<file path="config.mk">
export PLATFORM = sky130hd
export DESIGN_NAME = maxce_ram
export DESIGN_NICKNAME = d
export VERILOG_FILES = /design/src/hw/rtl/maxce_ram.sv
export SDC_FILE = /design/constraint.sdc
export NUM_CORES = 1
export LEC_CHECK = 0
export BUFFER_PORTS_ARGS = -buffer_cell sky130_fd_sc_hd__buf_2
export CORE_MARGIN = 5
export CORE_UTILIZATION = 30
export CTS_CLUSTER_SIZE = 25
export DETAILED_ROUTE_END_ITERATION = 10
export SLEW_MARGIN = 20
export SYNTH_ARGS = -nofsm -noshare
export SYNTH_HDL_FRONTEND = slang
export SYNTH_SLANG_ARGS = --single-unit
</file>
<file path="constraint.sdc">
create_clock -name clock -period 1.68 [get_ports clock]
set_clock_uncertainty 0.2 [all_clocks]
set_input_delay 0.084 -clock clock [delete_from_list [all_inputs] [get_ports clock]]
set_output_delay 0.084 -clock clock [all_outputs]
set_load 0.005 [all_outputs]
</file>
<file path="src/hw/rtl/maxce_ram.sv">
// Generic single write port, single read port RAM with registered read.
`default_nettype none

module maxce_ram #(
   parameter int WIDTH = 8,
   parameter int DEPTH = 16,
   localparam int AW = (DEPTH > 1) ? $clog2(DEPTH) : 1
) (
   input  logic             clock,
   input  logic             wr_en,
   input  logic [AW-1:0]    wr_addr,
   input  logic [WIDTH-1:0] wr_data,
   input  logic             rd_en,
   input  logic [AW-1:0]    rd_addr,
   output logic [WIDTH-1:0] rd_data
);

   logic [WIDTH-1:0] mem [DEPTH];
   logic [WIDTH-1:0] rd_data_ff;

   always_ff @(posedge clock) begin
      if (wr_en) begin
         mem[wr_addr] <= wr_data;
      end
      if (rd_en) begin
         rd_data_ff <= mem[rd_addr];
      end
   end

   assign rd_data = rd_data_ff;

endmodule

`default_nettype wire

</file>
==> qor.yml <==
pwr:
  maximum_vdd_ir_drop_mv: 0.7824
  cellLeakagePower_nw: 2.197
  power_per_cell_area_nw_per_um2: 1235
sta:
  post-route-min-period_ps: 1685
  max_frequency_ghz: 0.5934
  slew_headroom_pct: 51.73
  grt_setup_unrepaired: "yes"
  slew_violations: 0
  period_share_pct: 100.3
  holdWs_ps: 35.28
  final_hold_viol_count: 0
  post-route-worst-setup-slack_ps: -5.281
  tightest_slew_ps: 721.4
  setup_violations: 1
layout:
  antenna_diode_count: 0
  layout-area-overhead-vs-synth_pct: 25.95
  fin_nets: 321
  drive_above_1_share_pct: 38.10
  layout.cells.non_filler: 540
  finalCoreUtilization_pct: 38.33
setup_path:
  cp.required_ps: 1640
  worstPathArrival_ps: 1640
  crit_path_start: "mem[11][7]$_DFFE_PP_"
  reg2regPathDepth: 4
  worstReg2RegStart: "mem[11][7]$_DFFE_PP_"
  crit_path_start_kind: "flop"
  timing.critical_path.fanout_max: 1
  path_class: "flop to flop"
  critical_path.reg2reg.endpoint: "rd_data[7]$_DFFE_PP_"
  cp-end-kind: "flop"
  r2r_slack_ps: -5
cts:
  clock_insertion_delay_worst_skew_ps: 410
  clk_pin_slew_ps: 60
  cts_root_buffer_type: "sky130_fd_sc_hd__clkbuf_16"
  clock_tree_from_tritoncts: "built"
  htree_num_levels: 4
  tritoncts.num_buffers: 17
  cts.sink_count: 136
  max-clock-path-buffers: 2
yosys:
  synth_top_family_by_area: "multiplexers"
  muxShareOfSynthArea_pct: 14.79
  post_synth.cell_area_avg_um2: 22.83
  area_fraction_in_and_or_nand_and_nor_cells_after_synthesis_pct: 3.135
  synth_top_cell_area_share_pct: 78.12
  post_synth_instance_area_um2: 5228
  syn-instance-count: 229
  post_synth_num_cell_types: 18
  netlist_top_cells_area: "sky130_fd_sc_hd__edfxtp_1, sky130_fd_sc_hd__mux4_2, sky130_fd_sc_hd__mux4_1, sky130_fd_sc_hd__a22oi_1, sky130_fd_sc_hd__nor2_1"
  synth_fa_ha_area_share_pct: 0
  ys_ff_latch: 136
  yosysSeqAreaShare_pct: 78.12
  yosysTopAreaCell: "sky130_fd_sc_hd__edfxtp_1"
  yosys_warnings: 0
  synth.net_count: 248
  synth-compound-area-share_pct: 2.298
  synth-xor-area-share_pct: 0
grt:
  global_route_wire_length_before_repair_um: 16280
  vias_in_the_first_global_route: 2576
  globalRouteTotalUtil_pct: 11.19
  grt_antenna_before_repair: 0
  gr-total-overflow: 0
  grt_max_degree: 18
floorplan:
  die_width_um: 142.0
  die_y_um: 142.0
  initial_utilization_pct: 30.43
  fp.dieArea_um2: 20170
  design.portCount: 27
  core-area_um2: 17180
  floorplan.rows: 48
hold_path:
  hold-path-cell-count: 3
  startpoint_of_the_most_critical_hold_path: "wr_addr[1]"
  holdCritPathClass: "input port to flop"
  holdPathEnd: "mem[0][4]$_DFFE_PP_"
job:
  max-cap-violations: 0
routing:
  via_per_inst: 4.652
  drt_iter0_markers: 255
  routed_wl_um: 10570
  final_antenna_net_count: 0
  drtPass1Iterations: 4
  dr_total_vias: 2512
  wl_per_cell_um: 19.57
  detail_route.drc_violations: 0
outcome:
  status: "finished, violations left"
  violations: "setup timing"
placement:
  io_buffers: 26
  dpl.hpwl_um: 6997
  post-place-cells: 500
  gp_congestion: 0.7100
## Yosys cell counts
cell type                         number
sky130_fd_sc_hd__mux4_2               18
sky130_fd_sc_hd__nand2_1               9
sky130_fd_sc_hd__nand3_1               1
sky130_fd_sc_hd__buf_4                 1
sky130_fd_sc_hd__buf_6                 3
sky130_fd_sc_hd__edfxtp_1            136
sky130_fd_sc_hd__mux4_1               14
sky130_fd_sc_hd__and2_1                1
sky130_fd_sc_hd__and2b_1               1
sky130_fd_sc_hd__nand2b_1              2
sky130_fd_sc_hd__clkdlybuf4s25_2       3
sky130_fd_sc_hd__nor2_1               13
sky130_fd_sc_hd__nand3b_1              2
sky130_fd_sc_hd__a22oi_1              16
sky130_fd_sc_hd__nor3_1                4
sky130_fd_sc_hd__buf_2                 3
sky130_fd_sc_hd__or3b_2                1
sky130_fd_sc_hd__nor2b_1               1
## sequential cells by signal (all words and copies together) (netlist names)
name / count
rd_data: 8
mem: 128
## how the worst max path moves through the flow
stage                                       to  slack [ps]
final                     rd_data[7]$_DFFE_PP_          -5
after CTS                 rd_data[3]$_DFFE_PP_         -50
after global routing      rd_data[7]$_DFFE_PP_         -30
after global placement    rd_data[6]$_DFFE_PP_        -260
after detailed placement  rd_data[0]$_DFFE_PP_        -270
after floorplan           rd_data[1]$_DFFE_PP_         110
## cell families (layout without fill, tap and decap cells)
logic type / count (synthesis) / count (layout)
buffers and inverters: 10 / 96
flip-flops: 136 / 136
AND/OR/NAND/NOR: 35 / 35
multiplexers: 32 / 32
AO/OA/AOI/OAI: 16 / 16
## critical path, cell delays in order, from the launching register on
cell and delay, ps:
sky130_fd_sc_hd__edfxtp_1 350, sky130_fd_sc_hd__mux4_2 510, sky130_fd_sc_hd__a22oi_2 170, sky130_fd_sc_hd__buf_4 150, sky130_fd_sc_hd__nand2_2 50
## cell type report
class	instances	area, um2
clock buffer	17	425.4
multi-input combinational	83	1090
sequential	136	4084
clock inverter	15	202.7
timing repair buffer	64	500.5
tap	225	281.5
fill	1597	10590
## where the power goes
group | switching, W | leakage (nW) | total, W | internal (W)
Clock | 0.00138 | 0.291 | 0.00387 | 0.00249
Combinational | 0.000226 | 0.670 | 0.000422 | 0.000195
Sequential | 0.0000179 | 1.24 | 0.00384 | 0.00382
## per-stage QoR
step	setup TNS [ps]	instance area, um2	setup slack (ps)	power (W)
2_1_floorplan	0	5233	113.6	0.004103
3_3_place_gp	-1864	5846	-260.5	0.004303
3_5_place_dp	-1895	5846	-273.2	0.004312
4_1_cts	-67.62	6579	-45.86	0.008201
5_1_grt	-77.72	6584	-28.84	0.008408
6_report	-5.281	6584	-5.281	0.008128
## placed cells by master, fill, tap and decap left out
cell,count
sky130_fd_sc_hd__nand3b_1,2
sky130_fd_sc_hd__nand2b_1,2
sky130_fd_sc_hd__nor3_2,1
sky130_fd_sc_hd__buf_4,24
sky130_fd_sc_hd__mux4_1,10
sky130_fd_sc_hd__nor3_1,3
sky130_fd_sc_hd__nand2_1,8
sky130_fd_sc_hd__a22oi_1,8
sky130_fd_sc_hd__clkinv_2,2
sky130_fd_sc_hd__and2_1,1
sky130_fd_sc_hd__dlygate4sd3_1,9
sky130_fd_sc_hd__nor2_1,13
sky130_fd_sc_hd__or3b_2,1
sky130_fd_sc_hd__a22oi_2,8
sky130_fd_sc_hd__clkinv_4,3
sky130_fd_sc_hd__buf_12,5
sky130_fd_sc_hd__clkinvlp_4,5
sky130_fd_sc_hd__nand3_1,1
sky130_fd_sc_hd__nand2_2,1
sky130_fd_sc_hd__mux4_2,22
sky130_fd_sc_hd__clkbuf_16,17
sky130_fd_sc_hd__inv_6,1
sky130_fd_sc_hd__edfxtp_1,136
sky130_fd_sc_hd__and2b_1,1
sky130_fd_sc_hd__bufinv_16,4
sky130_fd_sc_hd__nor2b_1,1
sky130_fd_sc_hd__buf_2,26
## repair_timing
| item | 4_1_cts | 5_1_grt |
|---|---|---|
| gates resized for setup | 7 | 6 |
| endpoints found under the setup margin | 4 | 7 |
| hold buffers | 9 | 0 |
| hold endpoints to repair | 136 | 0 |
| setup buffers | 0 | 0 |
| pin swaps | 1 | 2 |
## metal layers
metal	GRT usage (%)	vias to the layer above	part of all wire, %
met1	16.55	1305	48
met4	4.091	0	1.0
met5	0	-	0
li1	-	1123	-
met3	3.192	14	5.3
met2	15.78	70	46
Power figures use the tool's default switching activity.
